<file path="src/coe_pkg.sv">
// Shared types and constants for the clock offset estimator.
package coe_pkg;

  localparam int DW    = 32;
  localparam int RW    = 14;
  localparam int IN_W  = 144;
  localparam int OUT_W = 120;

  localparam logic [DW-1:0] ALL_ONES = {DW{1'b1}};

  typedef enum logic [2:0] {
    S_IDLE,
    S_UPD,
    S_START,
    S_DIV,
    S_PEER,
    S_CMP,
    S_EMIT
  } state_t;

  typedef struct packed {
    logic capture;
    logic update;
    logic div_start;
    logic div_take;
    logic peer;
    logic compare;
    logic emit;
  } cmd_t;

  typedef struct packed {
    logic echo_nz;
    logic cnt_zero;
    logic div_done;
    logic out_free;
  } status_t;

endpackage

</file>
<file path="src/clock_offset_estimator_top.sv">
// Top level of the round-trip clock offset estimator.
//
// The input channel takes one sync request per handshake; the result channel
// returns exactly one result for each request, in order. There is no
// configuration port.
// A request without an echoed tick goes from idle straight to the emit state,
// which loads the result register once it is free and then raises in_tready.
// A request with an echo updates the latency sum and count, then runs a
// serial restoring divider for the mean latency, one quotient bit per clock,
// unless the count has wrapped to zero; it then computes the peer offset,
// compares its error with the least error so far and emits the result.
// One request is worked on at a time, and in_tready is high only
// while the block is idle.
// Results go to an output register, so a new request is taken while an
// earlier result still waits; when the receiver stalls and that register is
// full, the next result waits inside the block and input stays blocked.
// A synchronous active-low reset clears the latency sum and count, sets the
// least error and cached mean to all ones, clears the kept offset and drops
// out_tvalid.
module clock_offset_estimator_top
  import coe_pkg::*;
(
  input  logic             clk,
  input  logic             rst_n,
  input  logic             in_tvalid,
  output logic             in_tready,
  // now_tick, peer_send_tick, echoed_tick, peer_sign, peer_offset, rounds_left
  input  logic [IN_W-1:0]  in_tdata,
  output logic             out_tvalid,
  input  logic             out_tready,
  // offset_sign, offset_value, avg_latency, best_sign, best_offset,
  // send_reply, reply_rounds, finished
  output logic [OUT_W-1:0] out_tdata
);

  cmd_t    cmd;
  status_t status;

  coe_ctrl u_ctrl (
    .clk       (clk),
    .rst_n     (rst_n),
    .in_tvalid (in_tvalid),
    .in_tready (in_tready),
    .status    (status),
    .cmd       (cmd)
  );

  coe_dp u_dp (
    .clk        (clk),
    .rst_n      (rst_n),
    .cmd        (cmd),
    .status     (status),
    .in_tdata   (in_tdata),
    .out_tvalid (out_tvalid),
    .out_tready (out_tready),
    .out_tdata  (out_tdata)
  );

endmodule

</file>
<file path="src/coe_div.sv">
// Restoring serial divider that produces one quotient bit per cycle.
module coe_div
  import coe_pkg::*;
(
  input  logic          clk,
  input  logic          rst_n,
  input  logic          start,
  input  logic [DW-1:0] dividend,
  input  logic [DW-1:0] divisor,
  output logic          done,
  output logic [DW-1:0] quotient
);

  localparam int CW = $clog2(DW);

  logic          busy_r, busy_nxt;
  logic          done_r, done_nxt;
  logic [CW-1:0] cnt_r, cnt_nxt;
  logic [DW-1:0] quo_r, quo_nxt;
  logic [DW:0]   rem_r, rem_nxt;
  logic [DW-1:0] dsr_r, dsr_nxt;
  logic [DW:0]   shifted;
  logic          fits;

  assign shifted = {rem_r[DW-1:0], quo_r[DW-1]};
  assign fits    = (shifted >= {1'b0, dsr_r});

  always_comb begin
    busy_nxt = busy_r;
    done_nxt = 1'b0;
    cnt_nxt  = cnt_r;
    quo_nxt  = quo_r;
    rem_nxt  = rem_r;
    dsr_nxt  = dsr_r;
    if (start) begin
      busy_nxt = 1'b1;
      cnt_nxt  = CW'(DW - 1);
      quo_nxt  = dividend;
      rem_nxt  = '0;
      dsr_nxt  = divisor;
    end else if (busy_r) begin
      rem_nxt = fits ? (shifted - {1'b0, dsr_r}) : shifted;
      quo_nxt = {quo_r[DW-2:0], fits};
      cnt_nxt = cnt_r - 1'b1;
      if (cnt_r == '0) begin
        busy_nxt = 1'b0;
        done_nxt = 1'b1;
      end
    end
  end

  always_ff @(posedge clk) begin
    if (!rst_n) begin
      busy_r <= 1'b0;
      done_r <= 1'b0;
      cnt_r  <= '0;
    end else begin
      busy_r <= busy_nxt;
      done_r <= done_nxt;
      cnt_r  <= cnt_nxt;
    end
    quo_r <= quo_nxt;
    rem_r <= rem_nxt;
    dsr_r <= dsr_nxt;
  end

  assign done     = done_r;
  assign quotient = quo_r;

endmodule

</file>
<file path="src/coe_dp.sv">
// Datapath: request registers, latency state, offset math and result register.
module coe_dp
  import coe_pkg::*;
(
  input  logic             clk,
  input  logic             rst_n,
  input  cmd_t             cmd,
  output status_t          status,
  input  logic [IN_W-1:0]  in_tdata,
  output logic             out_tvalid,
  input  logic             out_tready,
  output logic [OUT_W-1:0] out_tdata
);

  logic [DW-1:0] now_r, psend_r, poff_r, half_r;
  logic          psign_r;
  logic [RW-1:0] rounds_r;
  logic [DW-1:0] sum_r, cnt_r, avg_r, least_r, kept_off_r;
  logic          kept_sign_r;
  logic          osign_r;
  logic [DW-1:0] oval_r, implied_r;
  logic          out_valid_r;
  logic [OUT_W-1:0] out_data_r;

  logic [DW-1:0] in_now, in_echo, in_psend, in_poff;
  logic [DW-1:0] cnt_inc, peer_now, err, quotient;
  logic [RW-1:0] reply;
  logic          send, fin, div_done;

  assign in_now   = in_tdata[31:0];
  assign in_psend = in_tdata[63:32];
  assign in_echo  = in_tdata[95:64];
  assign in_poff  = in_tdata[128:97];

  coe_div u_div (
    .clk      (clk),
    .rst_n    (rst_n),
    .start    (cmd.div_start),
    .dividend (sum_r),
    .divisor  (cnt_r),
    .done     (div_done),
    .quotient (quotient)
  );

  assign cnt_inc  = cnt_r + 1'b1;
  assign peer_now = psend_r - avg_r;
  assign err      = (implied_r > now_r) ? (implied_r - now_r) : (now_r - implied_r);

  assign reply = (rounds_r == '0) ? '0 : (rounds_r - 1'b1);
  assign send  = (reply != '0);
  assign fin   = (rounds_r == '0) || (reply < RW'(2));

  assign status.echo_nz  = (in_echo != '0);
  assign status.cnt_zero = (cnt_r == '0);
  assign status.div_done = div_done;
  assign status.out_free = !out_valid_r || out_tready;

  always_ff @(posedge clk) begin
    if (!rst_n) begin
      sum_r       <= '0;
      cnt_r       <= '0;
      avg_r       <= ALL_ONES;
      least_r     <= ALL_ONES;
      kept_sign_r <= 1'b0;
      kept_off_r  <= '0;
      out_valid_r <= 1'b0;
    end else begin
      if (cmd.update) begin
        sum_r <= sum_r + half_r;
        cnt_r <= cnt_inc;
        if (cnt_inc == '0) begin
          avg_r <= ALL_ONES;
        end
      end
      if (cmd.div_take) begin
        avg_r <= quotient;
      end
      if (cmd.compare && (poff_r != '0) && (err < least_r)) begin
        least_r     <= err;
        kept_sign_r <= osign_r;
        kept_off_r  <= oval_r;
      end
      if (cmd.emit) begin
        out_valid_r <= 1'b1;
      end else if (out_tready) begin
        out_valid_r <= 1'b0;
      end
    end
    if (cmd.capture) begin
      now_r    <= in_now;
      psend_r  <= in_psend;
      psign_r  <= in_tdata[96];
      poff_r   <= in_poff;
      rounds_r <= in_tdata[142:129];
      half_r   <= (in_now - in_echo) >> 1;
      osign_r  <= 1'b1;
      oval_r   <= '0;
    end
    if (cmd.peer) begin
      osign_r   <= (now_r > peer_now);
      oval_r    <= (now_r > peer_now) ? (now_r - peer_now) : (peer_now - now_r);
      implied_r <= psign_r ? (peer_now - poff_r) : (peer_now + poff_r);
    end
    if (cmd.emit) begin
      out_data_r <= {6'd0, fin, reply, send, kept_off_r, kept_sign_r, avg_r, oval_r,
                     osign_r};
    end
  end

  assign out_tvalid = out_valid_r;
  assign out_tdata  = out_data_r;

endmodule

</file>
<file path="src/coe_ctrl.sv">
// Controller state machine that sequences one request through the datapath.
module coe_ctrl
  import coe_pkg::*;
(
  input  logic    clk,
  input  logic    rst_n,
  input  logic    in_tvalid,
  output logic    in_tready,
  input  status_t status,
  output cmd_t    cmd
);

  state_t state_r, state_nxt;
  logic   accept;

  assign accept = in_tvalid && (state_r == S_IDLE);

  always_comb begin
    state_nxt = state_r;
    unique case (state_r)
      S_IDLE:  if (accept) state_nxt = status.echo_nz ? S_UPD : S_EMIT;
      S_UPD:   state_nxt = S_START;
      S_START: state_nxt = status.cnt_zero ? S_PEER : S_DIV;
      S_DIV:   if (status.div_done) state_nxt = S_PEER;
      S_PEER:  state_nxt = S_CMP;
      S_CMP:   state_nxt = S_EMIT;
      S_EMIT:  if (status.out_free) state_nxt = S_IDLE;
      default: state_nxt = S_IDLE;
    endcase
  end

  always_comb begin
    cmd = '0;
    unique case (state_r)
      S_IDLE:  cmd.capture = accept;
      S_UPD:   cmd.update = 1'b1;
      S_START: cmd.div_start = !status.cnt_zero;
      S_DIV:   cmd.div_take = status.div_done;
      S_PEER:  cmd.peer = 1'b1;
      S_CMP:   cmd.compare = 1'b1;
      S_EMIT:  cmd.emit = status.out_free;
      default: cmd = '0;
    endcase
  end

  always_ff @(posedge clk) begin
    if (!rst_n) begin
      state_r <= S_IDLE;
    end else begin
      state_r <= state_nxt;
    end
  end

  assign in_tready = (state_r == S_IDLE);

  a_emit_free: assert property (@(posedge clk) disable iff (!rst_n)
    cmd.emit |-> status.out_free)
    else $error("result loaded while output register still full");

  a_no_echo: assert property (@(posedge clk) disable iff (!rst_n)
    (accept && !status.echo_nz) |=> (state_r == S_EMIT))
    else $error("request without echo did not go straight to output");

  a_div_exit: assert property (@(posedge clk) disable iff (!rst_n)
    (state_r == S_DIV && status.div_done) |=> (state_r == S_PEER))
    else $error("divider completion not followed by offset step");

  a_one_cmd: assert property (@(posedge clk) disable iff (!rst_n)
    $onehot0(cmd))
    else $error("more than one datapath command at once");

endmodule
</file>
<file path="config.mk">
export PLATFORM = sky130hd
export DESIGN_NAME = clock_offset_estimator_top
export DESIGN_NICKNAME = d
export VERILOG_FILES = /design/src/coe_pkg.sv /design/src/clock_offset_estimator_top.sv /design/src/coe_div.sv /design/src/coe_dp.sv /design/src/coe_ctrl.sv
export SDC_FILE = /design/constraint.sdc
export NUM_CORES = 1
export LEC_CHECK = 0
export BUFFER_PORTS_ARGS = -buffer_cell sky130_fd_sc_hd__clkbuf_2
export CORE_ASPECT_RATIO = 0.9
export CORE_MARGIN = 4
export CORE_UTILIZATION = 60
export DETAILED_ROUTE_END_ITERATION = 6
export PLACE_DENSITY = 0.79
export SYNTH_ARGS = -nofsm -noshare
export SYNTH_HDL_FRONTEND = slang
export SYNTH_SLANG_ARGS = --single-unit
</file>
<file path="constraint.sdc">
create_clock -name clk -period 19.28 [get_ports clk]
set_input_delay 3.856 -clock clk [delete_from_list [all_inputs] [get_ports clk]]
set_output_delay 3.856 -clock clk [all_outputs]
set_load 0.03 [all_outputs]
</file>
# Yosys cells after proc, flatten, opt, wreduce, memory -nomap -nowiden
# Cells that the tools add are included.
# word_totals
register_bits	589
elab_cells	111
in_bits	148
# op_classes
n_lt_le_gt_ge	5
muxes	35
bitwise	2
addsub	13
n_reduce_logical	23
eq_ne	9
# op_table
cell	n
32-bit 2-to-1 mux	11
32-bit subtractor	8
32-bit greater-than comparator	2
32-bit logical NOT	2
32-bit nonzero test	2
33-bit by 32-bit greater-or-equal comparator with 1-bit output	1
32-bit by 1-bit adder with 32-bit output, second input constant	1
32-bit by 31-bit adder with 32-bit output	1
32-bit adder	1
32-bit < comparator	1
3-bit case mux with 7 select lines	1
1-bit 2-to-1 mux	15
3-bit 2-to-1 mux	5
14-bit logical NOT	1
14-bit by 2-bit < comparator with 1-bit output, second input constant	1
14-bit 2-to-1 mux	1
14-bit nonzero test	1
14-bit by 1-bit subtractor with 14-bit output, second input constant	1
5-bit 2-to-1 mux	2
2-bit nonzero test	5
3-bit == test, second input constant	3
3-bit by 2-bit == test with 1-bit output, second input constant	2
2-bit by 1-bit inequality test with 1-bit output, second input constant	3
5-bit logical NOT	1
10 further kinds	15

# Longest topological paths before layout
# depth
word_depth	5
ltp_mapped	29

# Modules after synthesis
# A second synthesis with hierarchy kept.
# hier_totals
cells_unflattened	3815
hier_area_um2	37328.3
# modules_own_cells
module	area_per_inst_um2	n_inst	cells_per_inst	seq_area_each_um2
coe_dp	31096.1	1	3205	12882.4
coe_div	5945.7	1	578	2702.6
coe_ctrl	286.5	1	32	60.1

# Least setup slack after synthesis
# OpenSTA, ideal clock, no wires.
# synth_timing
path_kind	input port to flip-flop
startpoint	input port out_tready
endpoint	register u_dp.out_data_r[0] (netlist: u_dp.out_tdata[0]) (enable)
path_stages	2
arrival_time_ns	9.030
required_ns	18.680
path_slack_ns	9.650
path_cell_list	nand2b_1 nor2b_1
# synth_rtl
item	line	source
from (decl)	clock_offset_estimator_top.sv:30	input logic out_tready,
to (signal assigned)	coe_dp.sv:105	out_data_r <= {6'd0, fin, reply, send, kept_off_r, kept_sign_r, avg_r, oval_r,
to (decl)	coe_dp.sv:23	logic [OUT_W-1:0] out_data_r;

# Worst setup path in the final report
# layout_timing
startpoint	register u_dp.avg_r[0]
endpoint	register u_dp.oval_r[30], data pin
# layout_via
elab_chain_cells	4
word_cells_on_any_way	6
classes_between	3 x add/sub; 1 x order compare; 2 x mux
# layout_lines
item	line	source
from (decl)	coe_dp.sv:18	logic [DW-1:0] sum_r, cnt_r, avg_r, least_r, kept_off_r;
from (signal assigned)	coe_dp.sv:76	avg_r <= quotient;
32-bit subtractor (*)	coe_dp.sv:46	assign peer_now = psend_r - avg_r;
32-bit subtractor or 32-bit greater-than comparator (tied branches)	coe_dp.sv:101	oval_r <= (now_r > peer_now) ? (now_r - peer_now) : (peer_now - now_r);
32-bit 2-to-1 mux (*)	coe_dp.sv:101	
32-bit 2-to-1 mux (*)	coe_dp.sv:99	if (cmd.peer) begin
to (signal assigned)	coe_dp.sv:101	
to (decl)	coe_dp.sv:21	logic [DW-1:0] oval_r, implied_r;
# Mark *: on every way between the ends. The rest lies on a longest branch, timed or not.
# A chain may end at the register's enable or synchronous reset.

==> flow_summary.toml <==
[timing]
rsz0062_at_grt = "no"
max_freq_mhz = 128.6
setup_viol = 0
fin_skew_ps = 35.52
period_share_pct = 40.34
min_period_ps = 7778
worst_pin_slew_ps = 1264
slew_headroom_pct = 14.40
fin_setup_tns_ps = 0
hold_viol = 0
slew_violations = 0

[worst_setup_path]
slowest_delay_ps = 740
crit_fanout = 24
r2r_end = "u_dp.oval_r[30]"
worst_setup_path_end_kind = "flop"
crit_arrival_ps = 8140
cp_data_required_time_ps = 19640
critical_path.endpoint = "u_dp.oval_r[30]"
rr_worst_depth = 23
critPathLaunchType = "flop"
slowest_stage = "xor2_1"
r2r_setup_slack_ps = 11500
r2r-start = "u_dp.avg_r[0]"
path_common_cell = "a21o_1"
startpoint = "u_dp.avg_r[0]"
criticalPathCategory = "flop to flop"
worstPathCellList = "ha_1 -> inv_1 -> fa_1 -> a21o_1 -> a21oi_1 -> o21a_1 -> o21ai_0 -> a31o_2 -> nand3_1 -> nand2_1 -> a21o_1 -> a21o_1 -> xor2_1 -> ha_1 -> nand4_1 -> nor3_1 -> o31ai_2 -> nor2_2 -> buf_4 -> mux2i_1 -> a31oi_1 -> xnor2_1 -> nor2_1"

[synthesis]
syn_area_um2 = 37420
yosysTopAreaCellShare_pct = 30.90
synth.distinct_cells = 97
ys_top_cells_by_area = "edfxtp_1 (31%), dfxtp_1 (11%), ha_1 (11%), a21oi_1 (4.4%), xnor2_1 (4.2%)"
yosysSeqAreaShare_pct = 41.81
synth_warnings = 0
synth_top_cell_by_area = "edfxtp_1"
synth.most_common_cell = "nand2_1"
async_flop_share_pct = 0
syn_area_per_cell_um2 = 9.394
ys_seq_elements = 589
synth_common_cells = "nand2_1 (391), edfxtp_1 (385), a21oi_1 (327)"
synth-edff-count = 385
yosys_most_used_dff = "edfxtp_1"
syn_inst = 3983

[detailed_routing]
dr.first_iter.drc_count = 2996
wl_per_cell_um = 20.48
drc = 0
dr.pass1.iters = 6
vias = 30840
vias_per_cell = 6.108
ant_nets = 0
wl_um = 103400

[placed_design]
dp.cells = 4934
hpwl_um = 80010
place_congestion = 1.047
io_buffers = 262
place_area_um2 = 39190

[status]
status = "finished, final reports clean"

[layout]
instances_no_fill = 5048
syn_to_final_growth_pct = 10.49
drive_above_1_share_pct = 10.90
seqCellArea_um2 = 15650
n_fill_cell = 4918
nNetsFinal = 4635
final_core_utilization_pct = 67.29
fin_area_um2 = 41340
multi_input_area_um2 = 19820

[clock_network]
clock_path_buffers = 3
cts_tree = "done"
cts_sinks = 589
postCtsSetupRepairBufs = 0
cts_root_buf = "clkbuf_16"
ctsResizeCount = 0
cts_inserted_buffers = 60
cts.reportedPaths.clkPinSlew_ps = 60
clk_latency_ps = 650
cts_hold_buf = 0
cts_max_level = 2

[pwr]
p_leak_nw = 18.42
power.total_mw = 5.226
p_per_area_nw_per_um2 = 126.4
ir_drop_mv = 0.1256

[global_routing]
grt_max_degree = 83
antenna_found_initial = 5
grt_pass1_wl_um = 160300
grt_pass1_vias = 28880
grt_usage_pct = 30.23
grt_overflow = 0

[die]
die_h_um = 244.9
die_w_um = 271.2
initial_core_util_pct = 60.90
core_um2 = 61440
die_area_um2 = 66430
row_count = 86
ios = 270

[min_path]
hold_class = "flop to flop"

[job]
drv_cap = 0
[per-stage QoR]
stage | hold slack [ps] | setup slack (ps)
5_1_grt | 436.8 | 11240
6_report | 428.3 | 11500
2_1_floorplan | 402.9 | 9650
3_3_place_gp | 412.2 | 11940
4_1_cts | 429.9 | 11860
3_5_place_dp | 415.5 | 11900
[layout by cell type, fill, tap and decap left out, drive strengths merged, types with 79 or more instances in the layout]
| cell type | count |
|---|---|
| nand2 | 392 |
| edfxtp | 385 |
| clkbuf | 339 |
| a21oi | 327 |
| nor2 | 322 |
| ha | 318 |
| inv | 316 |
| dfxtp | 204 |
| xnor2 | 182 |
| o21ai | 164 |
| a21o | 131 |
| xor2 | 85 |
| nor3 | 79 |
[cell families after synthesis]
group                      synth area share [%]
adders and majority gates                 11.12
muxes                                     2.361
xor gates and xnor gates                  6.270
other                                   0.01002
buffers and inverters                     5.347
AOI/OAI and AO/OA                         18.75
and+or+nand+nor                           14.34
DFF                                       41.81
[flip-flops by register name (all words and copies together), names as in the netlist, 31 cells and up]
register / count
u_dp.least_r: 32
u_dp.out_tdata: 114
u_dp.oval_r: 32
u_dp.kept_off_r: 32
u_dp.cnt_r: 32
u_dp.u_div.dsr_r: 32
u_dp.u_div.rem_r: 32
u_dp.u_div.quotient: 32
u_dp.avg_r: 32
u_dp.now_r: 32
u_dp.psend_r: 32
u_dp.poff_r: 32
u_dp.implied_r: 32
u_dp.half_r: 31
u_dp.sum_r: 32
[worst min path at each step]
stage | startpoint | endpoint | slack, ps | cells past startpoint
floorplan | u_dp.cnt_r[10] | u_dp.u_div.dsr_r[10] | 400 | 0
global placement | u_dp.kept_off_r[30] | u_dp.out_tdata[96] | 410 | 0
detailed placement | u_dp.kept_off_r[19] | u_dp.out_tdata[85] | 420 | 0
CTS | u_dp.kept_off_r[2] | u_dp.out_tdata[68] | 430 | 0
global route | u_dp.kept_off_r[2] | u_dp.out_tdata[68] | 440 | 0
finish | u_dp.kept_off_r[2] | u_dp.out_tdata[68] | 430 | 0
[layer usage]
layer / global-route usage, % / up-vias / wire length, um
met1: 41.99 / 14750 / 45100
met4: 11.33 / 8 / 4317
met3: 5.131 / 213 / 7680
met5: 0 / - / 58
li1: - / 14700 / -
met2: 47.97 / 1161 / 46200
[critical path, delay by kind of cell, from the launching register on]
family / cells / cell delay (ps)
AOI/OAI and AO/OA: 9 / 2120
and+or+nand+nor: 6 / 1760
adders and majority gates: 3 / 1110
xor gates and xnor gates: 2 / 930
muxes: 1 / 640
buffers and inverters: 2 / 490
DFF: 1 / 400
[power by group]
part	switching [mW]	internal (mW)	leakage (nW)
Sequential	0.131	1.57	5.33
Clock	0.523	0.734	1.02
Combinational	1.42	0.848	12.1
Total	2.07	3.15	18.4
[area by class of cell]
cell class / instances / area share [%]
multi-input combinational: 2908 / 47.93
inverter: 314 / 2.860
timing repair buffer: 287 / 3.626
clock buffer: 77 / 4.007
tap: 836 / 2.530
sequential: 589 / 37.84
antenna: 1 / 0.006053
clock inverter: 36 / 1.198
(Power assumes the default switching activity.)
